### src/rtl/core/rbd_pkg.sv
// Shared types and constants for the ring buffer deque.
`timescale 1ns / 1ps

package rbd_pkg;

	localparam int DEPTH_DEF        = 16;
	localparam int ELEMENT_BITS_DEF = 32;
	localparam int OP_W             = 3;
	localparam int STATUS_W         = 2;

	typedef enum logic [OP_W-1:0] {
		OP_PUSH_BACK  = 3'd0,
		OP_PUSH_FRONT = 3'd1,
		OP_POP_FRONT  = 3'd2,
		OP_POP_BACK   = 3'd3,
		OP_PEEK_FRONT = 3'd4,
		OP_PEEK_BACK  = 3'd5,
		OP_CLEAR      = 3'd6
	} op_t;

	typedef enum logic [STATUS_W-1:0] {
		ST_OK    = 2'd0,
		ST_FULL  = 2'd1,
		ST_EMPTY = 2'd2
	} status_t;

	// Per-item outcome handed from the controller to the result pipeline.
	typedef struct packed {
		status_t status;
		logic    use_rd;
	} result_t;

endpackage

### src/rtl/core/ring_buffer_deque.sv
// An accepted item's result is held in the stage-one registers (result_s1, count_s1 and the
// store's read data), then in the output register that drives the master side.
// Throughput: one item per cycle while the output register can advance; pointer update and the
// store access happen in the same cycle, and the read data of the single read port is registered.
// Reset clears the head and tail pointers, the count and the result pipeline.
// The element store is not cleared; its entries are only read after being written.
`timescale 1ns / 1ps

module ring_buffer_deque
	import rbd_pkg::*;
#(
	parameter int DEPTH        = DEPTH_DEF,
	parameter int ELEMENT_BITS = ELEMENT_BITS_DEF,
	localparam int AW          = $clog2(DEPTH),
	localparam int CW          = $clog2(DEPTH + 1),
	localparam int IN_TW       = ((OP_W + ELEMENT_BITS + 7) / 8) * 8,
	localparam int OUT_TW      = ((STATUS_W + ELEMENT_BITS + CW + 7) / 8) * 8
) (
	input  logic              clk,
	input  logic              arst_n,
	input  logic              s_tvalid,
	output logic              s_tready,
	input  logic [IN_TW-1:0]  s_tdata,  // operation, data_in
	output logic              m_tvalid,
	input  logic              m_tready,
	output logic [OUT_TW-1:0] m_tdata   // status, data_out, element_count
);

	logic                    accept;
	logic [OP_W-1:0]         operation;
	logic [ELEMENT_BITS-1:0] data_in;
	logic                    wr_en, rd_en;
	logic [AW-1:0]           wr_addr, rd_addr;
	logic [ELEMENT_BITS-1:0] rd_data;
	result_t                 result;
	logic [CW-1:0]           count_nxt;

	logic                    valid_s1;
	result_t                 result_s1;
	logic [CW-1:0]           count_s1;

	logic                    out_valid_q;
	status_t                 out_status_q;
	logic [ELEMENT_BITS-1:0] out_data_q;
	logic [CW-1:0]           out_count_q;
	logic                    out_free, advance;

	assign operation = s_tdata[OP_W-1:0];
	assign data_in   = s_tdata[OP_W +: ELEMENT_BITS];

	assign out_free = !out_valid_q || m_tready;
	assign advance  = valid_s1 && out_free;
	// A new item may enter when no item is in flight or the item in flight can move on to the output register.
	assign s_tready = !valid_s1 || out_free;
	assign accept   = s_tvalid && s_tready;

	rbd_ctrl #(.DEPTH(DEPTH)) u_ctrl (
		.clk       (clk),
		.arst_n    (arst_n),
		.accept    (accept),
		.operation (operation),
		.wr_en     (wr_en),
		.wr_addr   (wr_addr),
		.rd_en     (rd_en),
		.rd_addr   (rd_addr),
		.result    (result),
		.count_nxt (count_nxt)
	);

	rbd_mem #(.DEPTH(DEPTH), .WIDTH(ELEMENT_BITS)) u_mem (
		.clk     (clk),
		.wr_en   (wr_en),
		.wr_addr (wr_addr),
		.wr_data (data_in),
		.rd_en   (rd_en),
		.rd_addr (rd_addr),
		.rd_data (rd_data)
	);

	always_ff @(posedge clk or negedge arst_n) begin
		if (!arst_n) begin
			valid_s1    <= 1'b0;
			out_valid_q <= 1'b0;
		end else begin
			if (accept) begin
				valid_s1 <= 1'b1;
			end else if (advance) begin
				valid_s1 <= 1'b0;
			end
			if (advance) begin
				out_valid_q <= 1'b1;
			end else if (m_tready) begin
				out_valid_q <= 1'b0;
			end
		end
	end

	always_ff @(posedge clk) begin
		if (accept) begin
			result_s1 <= result;
			count_s1  <= count_nxt;
		end
		if (advance) begin
			out_status_q <= result_s1.status;
			out_data_q   <= result_s1.use_rd ? rd_data : '0;
			out_count_q  <= count_s1;
		end
	end

	assign m_tvalid = out_valid_q;
	assign m_tdata  = OUT_TW'({out_count_q, out_data_q, out_status_q});

endmodule

### src/rtl/core/rbd_mem.sv
// Element store: single-port write, single-port read, registered read data.
`timescale 1ns / 1ps

module rbd_mem #(
	parameter int DEPTH = rbd_pkg::DEPTH_DEF,
	parameter int WIDTH = rbd_pkg::ELEMENT_BITS_DEF,
	localparam int AW   = $clog2(DEPTH)
) (
	input  logic             clk,
	input  logic             wr_en,
	input  logic [AW-1:0]    wr_addr,
	input  logic [WIDTH-1:0] wr_data,
	input  logic             rd_en,
	input  logic [AW-1:0]    rd_addr,
	output logic [WIDTH-1:0] rd_data
);

	logic [WIDTH-1:0] mem_q [DEPTH];

	always_ff @(posedge clk) begin
		if (wr_en) begin
			mem_q[wr_addr] <= wr_data;
		end
	end

	always_ff @(posedge clk) begin
		if (rd_en) begin
			rd_data <= mem_q[rd_addr];
		end
	end

endmodule

### src/rtl/core/rbd_ctrl.sv
// Head, tail and count registers with the operation decode that drives the store.
`timescale 1ns / 1ps

module rbd_ctrl
	import rbd_pkg::*;
#(
	parameter int DEPTH = rbd_pkg::DEPTH_DEF,
	localparam int AW   = $clog2(DEPTH),
	localparam int CW   = $clog2(DEPTH + 1)
) (
	input  logic            clk,
	input  logic            arst_n,
	input  logic            accept,
	input  logic [OP_W-1:0] operation,
	output logic            wr_en,
	output logic [AW-1:0]   wr_addr,
	output logic            rd_en,
	output logic [AW-1:0]   rd_addr,
	output result_t         result,
	output logic [CW-1:0]   count_nxt
);

	logic [AW-1:0] head_q, tail_q, head_nxt, tail_nxt;
	logic [CW-1:0] count_q;
	logic [AW-1:0] head_inc, head_dec, tail_inc, tail_dec;
	logic          full, empty;

	assign full  = (count_q == CW'(DEPTH));
	assign empty = (count_q == '0);

	assign head_inc = (head_q == AW'(DEPTH - 1)) ? '0 : head_q + AW'(1);
	assign tail_inc = (tail_q == AW'(DEPTH - 1)) ? '0 : tail_q + AW'(1);
	assign head_dec = (head_q == '0) ? AW'(DEPTH - 1) : head_q - AW'(1);
	assign tail_dec = (tail_q == '0) ? AW'(DEPTH - 1) : tail_q - AW'(1);

	always_comb begin
		head_nxt      = head_q;
		tail_nxt      = tail_q;
		count_nxt     = count_q;
		wr_en         = 1'b0;
		wr_addr       = tail_inc;
		rd_en         = 1'b0;
		rd_addr       = head_q;
		result.status = ST_OK;
		result.use_rd = 1'b0;
		if (accept) begin
			unique case (op_t'(operation))
				OP_PUSH_BACK, OP_PUSH_FRONT: begin
					if (full) begin
						result.status = ST_FULL;
					end else begin
						wr_en     = 1'b1;
						count_nxt = count_q + CW'(1);
						// The first element of an empty queue always lands in entry zero.
						if (empty) begin
							head_nxt = '0;
							tail_nxt = '0;
							wr_addr  = '0;
						end else if (op_t'(operation) == OP_PUSH_BACK) begin
							tail_nxt = tail_inc;
							wr_addr  = tail_inc;
						end else begin
							head_nxt = head_dec;
							wr_addr  = head_dec;
						end
					end
				end
				OP_POP_FRONT, OP_POP_BACK, OP_PEEK_FRONT, OP_PEEK_BACK: begin
					if (empty) begin
						result.status = ST_EMPTY;
					end else begin
						rd_en         = 1'b1;
						result.use_rd = 1'b1;
						if (op_t'(operation) == OP_POP_BACK
							|| op_t'(operation) == OP_PEEK_BACK) begin
							rd_addr = tail_q;
						end
						if (op_t'(operation) == OP_POP_FRONT
							|| op_t'(operation) == OP_POP_BACK) begin
							count_nxt = count_q - CW'(1);
							if (count_q == CW'(1)) begin
								head_nxt = '0;
								tail_nxt = '0;
							end else if (op_t'(operation) == OP_POP_FRONT) begin
								head_nxt = head_inc;
							end else begin
								tail_nxt = tail_dec;
							end
						end
					end
				end
				OP_CLEAR: begin
					head_nxt  = '0;
					tail_nxt  = '0;
					count_nxt = '0;
				end
				default: begin
				end
			endcase
		end
	end

	always_ff @(posedge clk or negedge arst_n) begin
		if (!arst_n) begin
			head_q  <= '0;
			tail_q  <= '0;
			count_q <= '0;
		end else begin
			head_q  <= head_nxt;
			tail_q  <= tail_nxt;
			count_q <= count_nxt;
		end
	end

endmodule

### config.mk
export PLATFORM = sky130hd
export DESIGN_NAME = ring_buffer_deque
export DESIGN_NICKNAME = d
export VERILOG_FILES = /design/src/rtl/core/rbd_pkg.sv /design/src/rtl/core/ring_buffer_deque.sv /design/src/rtl/core/rbd_mem.sv /design/src/rtl/core/rbd_ctrl.sv
export SDC_FILE = /design/constraint.sdc
export NUM_CORES = 1
export LEC_CHECK = 0
export BUFFER_PORTS_ARGS = -buffer_cell sky130_fd_sc_hd__buf_2
export CORE_ASPECT_RATIO = 0.75
export CORE_MARGIN = 1
export CORE_UTILIZATION = 40
export DETAILED_ROUTE_END_ITERATION = 8
export SLEW_MARGIN = 20
export SYNTH_ARGS = -nofsm -noshare
export SYNTH_HDL_FRONTEND = slang
export SYNTH_HIERARCHICAL = 1
export SYNTH_SLANG_ARGS = --single-unit
export TNS_END_PERCENT = 5
### constraint.sdc
create_clock -name clk -period 4.7 [get_ports clk]
set_clock_uncertainty 0.2 [all_clocks]
set_input_delay 0.235 -clock clk [delete_from_list [all_inputs] [get_ports clk]]
set_output_delay 0.235 -clock clk [all_outputs]
set_load 0.02 [all_outputs]
Yosys cells after proc, flatten, opt, wreduce, memory -nomap -nowiden
Memories as Yosys holds them, arrays and structs flattened. A register that Yosys moved wholly into a read port is not among the register bits.
Index checks and enable logic that the tools add are counted.

operators by class
  $add $sub $neg = 6
  eq/ne operators = 17
  muxes and demuxes = 49
  reductions and logical operators = 19

operators with widths
  operator                                                                 count
  4-bit two-way mux                                                        27
  4-bit case mux with 3 select lines                                       2
  5-bit two-way mux                                                        4
  5-bit case mux with 3 select lines                                       1
  7-bit AND reduction                                                      2
  1-bit two-way mux                                                        13
  3-bit equality test, second input constant                               3
  4-bit by 1-bit adder with 4-bit output, second input constant            2
  4-bit equality test, second input constant                               2
  4-bit zero test                                                          2
  4-bit by 1-bit subtractor with 4-bit output, second input constant       2
  3-bit by 2-bit equality test with 1-bit output, second input constant    2
  3-bit by 1-bit inequality test with 1-bit output, second input constant  2
  5-bit by 1-bit adder with 5-bit output, second input constant            1
  5-bit by 1-bit equality test with 1-bit output, second input constant    1
  5-bit equality test, second input constant                               1
  5-bit zero test                                                          1
  5-bit by 1-bit subtractor with 5-bit output, second input constant       1
  1-bit logical OR                                                         4
  2-bit inequality test, second input constant                             2
  2-bit case mux with 2 select lines                                       1
  2-bit nonzero test                                                       2
  4-bit OR reduction                                                       1
  3-bit by 1-bit equality test with 1-bit output, second input constant    1
  other kinds (9)                                                          11

word-level totals
  flip-flop bits (word level) = 62
  RAM bits = 512
  bits of input ports = 44
  output and inout bits = 42
  word-level logic and storage cells = 103
  memories = 1

memories
  memory       words  width  rd ports  clocked after Yosys merged registers in  wr ports  RTL line       text
  u_mem.mem_q  16     32     1         1                                        1         rbd_mem.sv:18  logic [WIDTH-1:0] mem_q [DEPTH];

Longest topological paths before layout
Gate-level depths: netlist of run 1.

  depth after elaboration = 7
  mapped depth = 12
  mapped depth without buffers = 9

Hierarchy
Netlist of run 1, hierarchy kept.

modules (own cells, without submodules)
  module             times used  cells an instance  area an instance (µm²)  sequential area each (µm²)
  rbd_mem            1           838                20155.6                 16335.7
  ring_buffer_deque  1           92                 1779.2                  1461.4
  rbd_ctrl           1           183                1559.0                  325.3

Worst setup path after synthesis of run 1
No wires, ideal clock.

  path type = flip-flop to flip-flop
  start point = register out_valid_q (netlist: m_tvalid)
  end point = memory u_mem/mem_q[0][0] (netlist bit) (enable)
  library setup time = 461 ps
  arrival time = 4403 ps
  data required time = 4039 ps
  path slack = -364 ps
  cell stages (with the launch flop) = 9
  path buffers = 1
  clock period less this slack = 5064 ps
  cells stage by stage = dfrtp_1 -> nand3b_4 -> and2_1 -> clkbuf_1 -> nand3_1 -> inv_2 -> o32ai_1 -> or3b_2 -> nor3_1

between the ends
  longest elaborated chain between the ends = 7
  elaborated cells between the ends (all ways) = 8
  those cells by class = 4 x mux; 4 x reduce/logical

RTL lines
  what                                     RTL line                 text
  from (decl)                              ring_buffer_deque.sv:42  logic out_valid_q;
  from (signal assigned)                   ring_buffer_deque.sv:83  out_valid_q <= 1'b0;
  from (signal assigned)                   ring_buffer_deque.sv:91  out_valid_q <= 1'b1;
  from (signal assigned)                   ring_buffer_deque.sv:93  out_valid_q <= 1'b0;
  1-bit zero test                          ring_buffer_deque.sv:51  assign out_free = !out_valid_q || m_tready;
  1-bit logical OR                         ring_buffer_deque.sv:51
  1-bit logical OR                         ring_buffer_deque.sv:54  assign s_tready = !valid_s1 || out_free;
  via s_tready                             ring_buffer_deque.sv:22  output logic s_tready,
  1-bit logical AND                        ring_buffer_deque.sv:55  assign accept = s_tvalid && s_tready;
  via accept                               ring_buffer_deque.sv:29  logic accept;
  1-bit two-way mux                        rbd_ctrl.sv:46           if (accept) begin
  via wr_en                                ring_buffer_deque.sv:32  logic wr_en, rd_en;
  1-bit two-way mux                        rbd_mem.sv:21            if (wr_en) begin
  1-bit two-way mux (implied by the code)  rbd_mem.sv:22            mem_q[wr_addr] <= wr_data;
  to (decl)                                rbd_mem.sv:18

The timed path passes the listed nets, and every way through them passes these cells.

Worst setup path after layout of run 1
  start point = register u_ctrl.count_q[0]
  end point = register u_mem.rd_data[15], read port of u_mem.mem_q (data pin)

between the ends
  longest elaborated chain between the ends = 4
  elaborated cells between the ends (all ways) = 7
  those cells by class = 6 x mux; 1 x reduce/logical

RTL lines
  what                    RTL line                 text
  from (decl)             rbd_ctrl.sv:24           logic [CW-1:0] count_q;
  from (signal assigned)  rbd_ctrl.sv:111          count_q <= count_nxt;
  5-bit zero test         rbd_ctrl.sv:29           assign empty = (count_q == '0);
  1-bit two-way mux       rbd_ctrl.sv:69           if (empty) begin
  1-bit two-way mux       --
  1-bit two-way mux       rbd_ctrl.sv:46
  via rd_en               ring_buffer_deque.sv:32
  to (decl)               rbd_mem.sv:15            output logic [WIDTH-1:0] rd_data

The timed path passes the listed nets, and every way through them passes these cells.
A chain may end at the register's enable or synchronous reset.

==> results of run 1 <==
-- path summary, 6_finish.rpt --
path                                    from           endpoint  slack, ns  depth (start not counted)
max                        u_ctrl/count_q[0]  u_mem/rd_data[15]       0.67                         11
min                               s_tdata[1]       result_s1[2]       0.05                          3
max reg2reg                u_ctrl/count_q[0]  u_mem/rd_data[15]       0.67                         11
min reg2reg                      count_s1[3]     out_count_q[3]       0.22                          0
max in group asynchronous             arst_n           valid_s1       3.16                          3
min in group asynchronous             arst_n   u_ctrl/head_q[1]       0.61                          3
-- cell usage in the layout (no fill, tap or decap), drive strengths merged, types with 5 or more instances in the layout --
master,n
nand2,44
clkbuf,67
dfrtp,15
ha,12
inv,18
mux2,5
bufinv,7
dlygate4sd3,38
nor2,19
edfxtp,591
and2,36
mux4,128
buf,125
a22oi,64
clkinv,28
nand2b,7
nor3,11
mux2i,6
nand3,15
a21oi,7
-- power by group --
part	total, mW	switching, mW	internal (mW)
Combinational	3.89	2.10	1.79
Sequential	6.51	0.161	6.35
Clock	4.61	1.96	2.65
-- tightest hold or removal path, cell delays in order --
cell and delay (ns):
buf_2 0.17, ha_1 0.21, nor3_1 0.07
-- kinds of logic (layout without fill, tap and decap cells) --
| logic type | Yosys count | count (layout) |
|---|---|---|
| flip-flops | 606 | 606 |
| AND/OR/NAND/NOR | 161 | 161 |
| multiplexers | 139 | 139 |
| AO/OA/AOI/OAI | 115 | 115 |
| buffers and inverters | 76 | 286 |
| adder cells (fa/ha/maj) | 12 | 12 |
| XOR/XNOR | 3 | 3 |
| other | 1 | 1 |
-- through the flow --
step,power [mW],utilization,worst slack [ns]
CTS,15.2,0.477,0.614
detailed placement,10.5,0.438,0.611
finish,15.0,0.477,0.673
global route,15.7,0.477,0.373
floorplan,9.29,-,-0.229
global placement,10.5,0.438,0.686
-- routing by layer --
metal | vias up | GRT usage | routed length (um)
li1 | 4966 | - | -
met1 | 6008 | 0.258 | 23500
met2 | 313 | 0.271 | 23300
met3 | 67 | 0.0284 | 2920
met4 | 2 | 0.0431 | 846
met5 | - | 0 | 8
-- flip-flops by register name, summed over array words and instances, names as in the netlist --
name,count
u_ctrl/count_q,5
u_ctrl/tail_q,4
u_mem/rd_data,32
out_data_q,32
out_count_q,5
valid_s1,1
count_s1,5
m_tvalid,1
u_mem/mem_q,512
out_status_q,2
u_ctrl/head_q,4
result_s1,3
-- area by class of cell --
cell class                      instances  share of cell area
Clock buffer                           67              0.0543
Inverter                               18             0.00245
Sequential cell                       606               0.658
Tap cell                              780              0.0354
Timing Repair Buffer                  163              0.0480
Clock inverter                         38              0.0134
Multi-Input combinational cell        431               0.188
==> metrics.txt, run 1 <==
Worst Max-Slew Pin Slew roughly 0.86 ns; DRT iter0 DRCs 1,035; worst setup path class register to register; main combinational cell family by area after synthesis multiplexers; final net count 1,333; largest net degree at the start of global routing 47; Multi-input gate area 5180 um^2; clock sink count 606; Clock transition at path regs around 0.060 ns; Post-Syn Nets 1,169; Synth Register Bits 606; DP Area 25,300 um^2; drt pass-1 iters 5; RSZ-0062 raised after global routing false; CP max stage cell or4b_4; detailed placement HPWL 27,500 um; Netlist cell types 74; TNS Setup 0 ns; Startpoint Class register; leakage power around 9 nW; antenna-violating nets left 0; CTS max path bufs 3; CTS tree yes; Final Hold Vio Count 0; share of the synthesized area in the top cell type 0.755; diodes inserted 0; Register Area 18,100 um^2; initial antenna violation count 1; post-CTS sizing 0; post-synthesis async set-or-reset flop share 0.0248; fin crit share 0.857; simple-gate portion of the synthesized area 0.0407; # IOs 86; Routed WL approximately 51,000 um; Post-synth EDFFs slightly below 600; crit path max fanout 36; Max Cap Viol 0; grt ovf 0; most common cell in the synthesized netlist edfxtp_1; Peak VDD IR about 350 uV; WL/cell 24.1 um; CP peak stage delay 0.58 ns; htree depth 2; design area 27,500 um^2; compound-gate portion of the synthesized area 0.0371; Die W 282 um; GRT Total Usage 0.175; Worst EP required 4.86 ns; Synth Area in XOR/XNOR 0.00112; top cells by count, synth edfxtp_1 (591), mux4_2 (128), a22oi_1 (64); register area share after synthesis 0.771; Most used DFF post-synth edfxtp_1; Port Buffer Count 79; mean post-synth cell area 21.1 um^2; postcts setup bufs 0; initial core utilization 0.407; worst path cell trace inv_1, ha_1, or4b_4, and3_4, and3_4, mux2i_4, buf_12, buf_12, mux4_2, a22oi_1, nand2_1; Critical Path AT approximately 4.2 ns; vias per cell 5.40; Placed Cells 1,960; pins over their slew limit 0; Final setup viols 0; core region area 57,700 um^2; adder-cell share of the synthesized area 0.00639; Fill cells 4,749; PwrDens 545 nW/um^2; leading area contributor after synthesis edfxtp_1; die area about 60,000 um^2; # hold bufs at CTS 38; highest clock rate 248 MHz; Period minus WS final 4.03 ns; Die Y-Extent 212 um; mux contribution to synthesized area 0.128; Post-route DRC 0; status finished clean; row count 76; GPL Wtd Cong a little under 0.8; global-route wire length before repair 75,600 um; vias 11,356; CP delay by family, top simple AND/OR/NAND/NOR gates; synthesized area 23,500 um^2; Hold Crit Class input port to register; Post-Synthesis Cells around 1,100; layout cells sized above 1 0.311; Setup crit end kind register; Area Growth Syn to Fin 17.2%; root buffer cell clkbuf_16; largest cells by area after synthesis edfxtp_1 (76%), mux4_2 (12%), a22oi_1 (2.0%); hold slack 0.0489 ns; Slew headroom 0.426; Worst-Skew Late Latency 0.62 ns; Yosys Warn Count 6; CTS Buf Count 57; crit path buf inv count 3; vias in the first global route 11,705; Non-Filler Instances 2,103
No activity file was read; power rests on OpenSTA's default activity.
==> inputs of run 2 (changes only) <==
--- a/config.mk
+++ b/config.mk
@@ -10,6 +10,8 @@
 export CORE_MARGIN = 1
 export CORE_UTILIZATION = 40
 export DETAILED_ROUTE_END_ITERATION = 8
+export PLACE_DENSITY_LB_ADDON = 0.2
+export RECOVER_POWER = 50
 export SLEW_MARGIN = 20
 export SYNTH_ARGS = -nofsm -noshare
 export SYNTH_HDL_FRONTEND = slang
==> metrics.txt, run 2 (same netlist as run 1, synthesis figures left out) <==
row count 76; CTS Buf Count 56; Max Cap Viol 1; crit path buf inv count 2; max FFs per register 512; # IOs 86; worst setup path class register to register; Port Buffer Count between 70 and 80; RSZ-0062 raised after global routing false; crit path max fanout 60; worst path cell trace inv_1, ha_1, or4b_4, and3_4, and3_4, mux2i_4, buf_12, mux4_2, a22oi_1, nand2_1; PwrDens 543 nW/um^2; vias per cell 5.40; commonest non-fill, non-tap cell in the layout edfxtp_1; final net count 1,330; GRT Total Usage 0.177; Startpoint Class register; Regs by FF count u_mem/mem_q x512, out_data_q x32, u_mem/rd_data x32; detailed placement HPWL 27,400 um; Die W 282 um; CP peak stage delay 0.58 ns; die area between 50,000 and 60,000 um^2; failing checks capacitance limit, slew limit; htree depth 2; CP delay by family, top simple AND/OR/NAND/NOR gates; Final Hold Vio Count 0; Critical Path AT 4.24 ns; post-CTS sizing 0; Routed WL slightly above 50,000 um; fin crit share 0.873; antenna-violating nets left 0; Placed Cells around 2,000; Slew headroom -0.910; root buffer cell clkbuf_16; CTS tree yes; Tot Pwr 14.9 mW; most flop-heavy register u_mem/mem_q; DP Area between 20,000 and 30,000 um^2; Die Y-Extent 212 um; GPL Wtd Cong 0.794; Setup crit end kind register; clock sink count 606; CP dominant cell by count and3_4; Period minus WS final 4.10 ns; highest clock rate 244 MHz; leakage power 8.66 nW; grt ovf 0; design area 27,400 um^2; pins over their slew limit 40; global-route wire length before repair between 70,000 and 80,000 um; CP max stage cell or4b_4; Peak VDD IR 435 uV; Post-route DRC 0; initial core utilization 0.407; most frequent cells in the layout edfxtp_1 (591), mux4_2 (128), clkbuf_1 (85); vias 11,330; Clock transition at path regs 0.06 ns; Final setup viols 0; CTS max path bufs 3; Hold Crit Class input port to register; Fill cells approximately 4,900; WL/cell 24.7 um; Worst EP required approximately 4.8 ns; layout cells sized above 1 0.247; drt pass-1 iters 5; DRT iter0 DRCs around 1,000; largest net degree at the start of global routing 73; Area Growth Syn to Fin 16.4%; Non-Filler Instances 2,097; core region area 57,700 um^2; Worst Max-Slew Pin Slew 2.86 ns; initial antenna violation count 3; vias in the first global route 11,493; status complete, but fails checks; Worst-Skew Late Latency 0.61 ns
[run 2: cell types whose count changed in the layout (fill, tap and decap cells not counted), sizes merged]
cell / previous run / this run
bufinv: 7 / 6
inv: 18 / 19
buf: 125 / 44
clkbuf: 67 / 141
diode: 0 / 1
dlygate4sd3: 38 / 40
clkinvlp: 3 / 1
[run 2: area by class of cell]
cell class / count / area [um^2] / share of cell area
Antenna cell: 1 / 2.50 / 0.0000915
Clock buffer: 64 / 1430 / 0.0523
Clock inverter: 36 / 342 / 0.0125
Inverter: 18 / 67.6 / 0.00247
Multi-Input combinational cell: 431 / 5170 / 0.189
Sequential cell: 606 / 18100 / 0.662
Tap cell: 780 / 976 / 0.0357
Timing Repair Buffer: 161 / 1240 / 0.0454
[run 2: metrics by stage]
step / hold slack (ns) / TNS [ns] / utilization / setup slack [ns]
2_1_floorplan: -0.261 / -16.52 / - / -0.229
3_3_place_gp: 0.0131 / 0 / 0.438 / 0.607
3_5_place_dp: 0.00337 / 0 / 0.438 / 0.596
4_1_cts: 0.00396 / 0 / 0.476 / 0.583
5_1_grt: 0.0746 / 0 / 0.474 / 0.386
6_report: 0.0374 / 0 / 0.474 / 0.597
[run 2: worst paths after layout]
kind,from,endpoint,slack (ns),depth (start not counted)
worst max-delay path,u_ctrl/count_q[0],u_mem/rd_data[8],0.60,10
worst min-delay path,s_tdata[0],u_ctrl/tail_q[2],0.04,5
worst max register to register,u_ctrl/count_q[0],u_mem/rd_data[8],0.60,10
worst min register to register,count_s1[0],out_count_q[0],0.22,0
max in group asynchronous,arst_n,u_ctrl/count_q[2],3.16,3
min in group asynchronous,arst_n,u_ctrl/head_q[2],0.61,3
[run 2: timing repair]
item / in CTS / in global routing
buffers inserted: 0 / 0
hold buffers: 40 / 0
hold endpoints to repair: 531 / 0
[run 2: routing by layer]
layer / up-vias / GRT usage / routed length, um
met3: 59 / 0.0252 / 2060
met2: 239 / 0.273 / 23800
met1: 6059 / 0.267 / 25100
met4: 2 / 0.0433 / 789
li1: 4971 / - / -
met5: - / 0 / 13
[run 2: where the power goes]
part           switching (mW)  internal [mW]  total (mW)
logic                    2.18           1.74        3.92
clock network            1.93           2.51        4.44
registers               0.145           6.35        6.50
total                    4.26           10.6        14.9
[run 2: worst min-delay path, stage by stage]
cell and delay (ns):
buf_2 0.12, nor3b_1 0.08, nand3_2 0.09, o2111ai_1 0.11, a2bb2oi_1 0.16
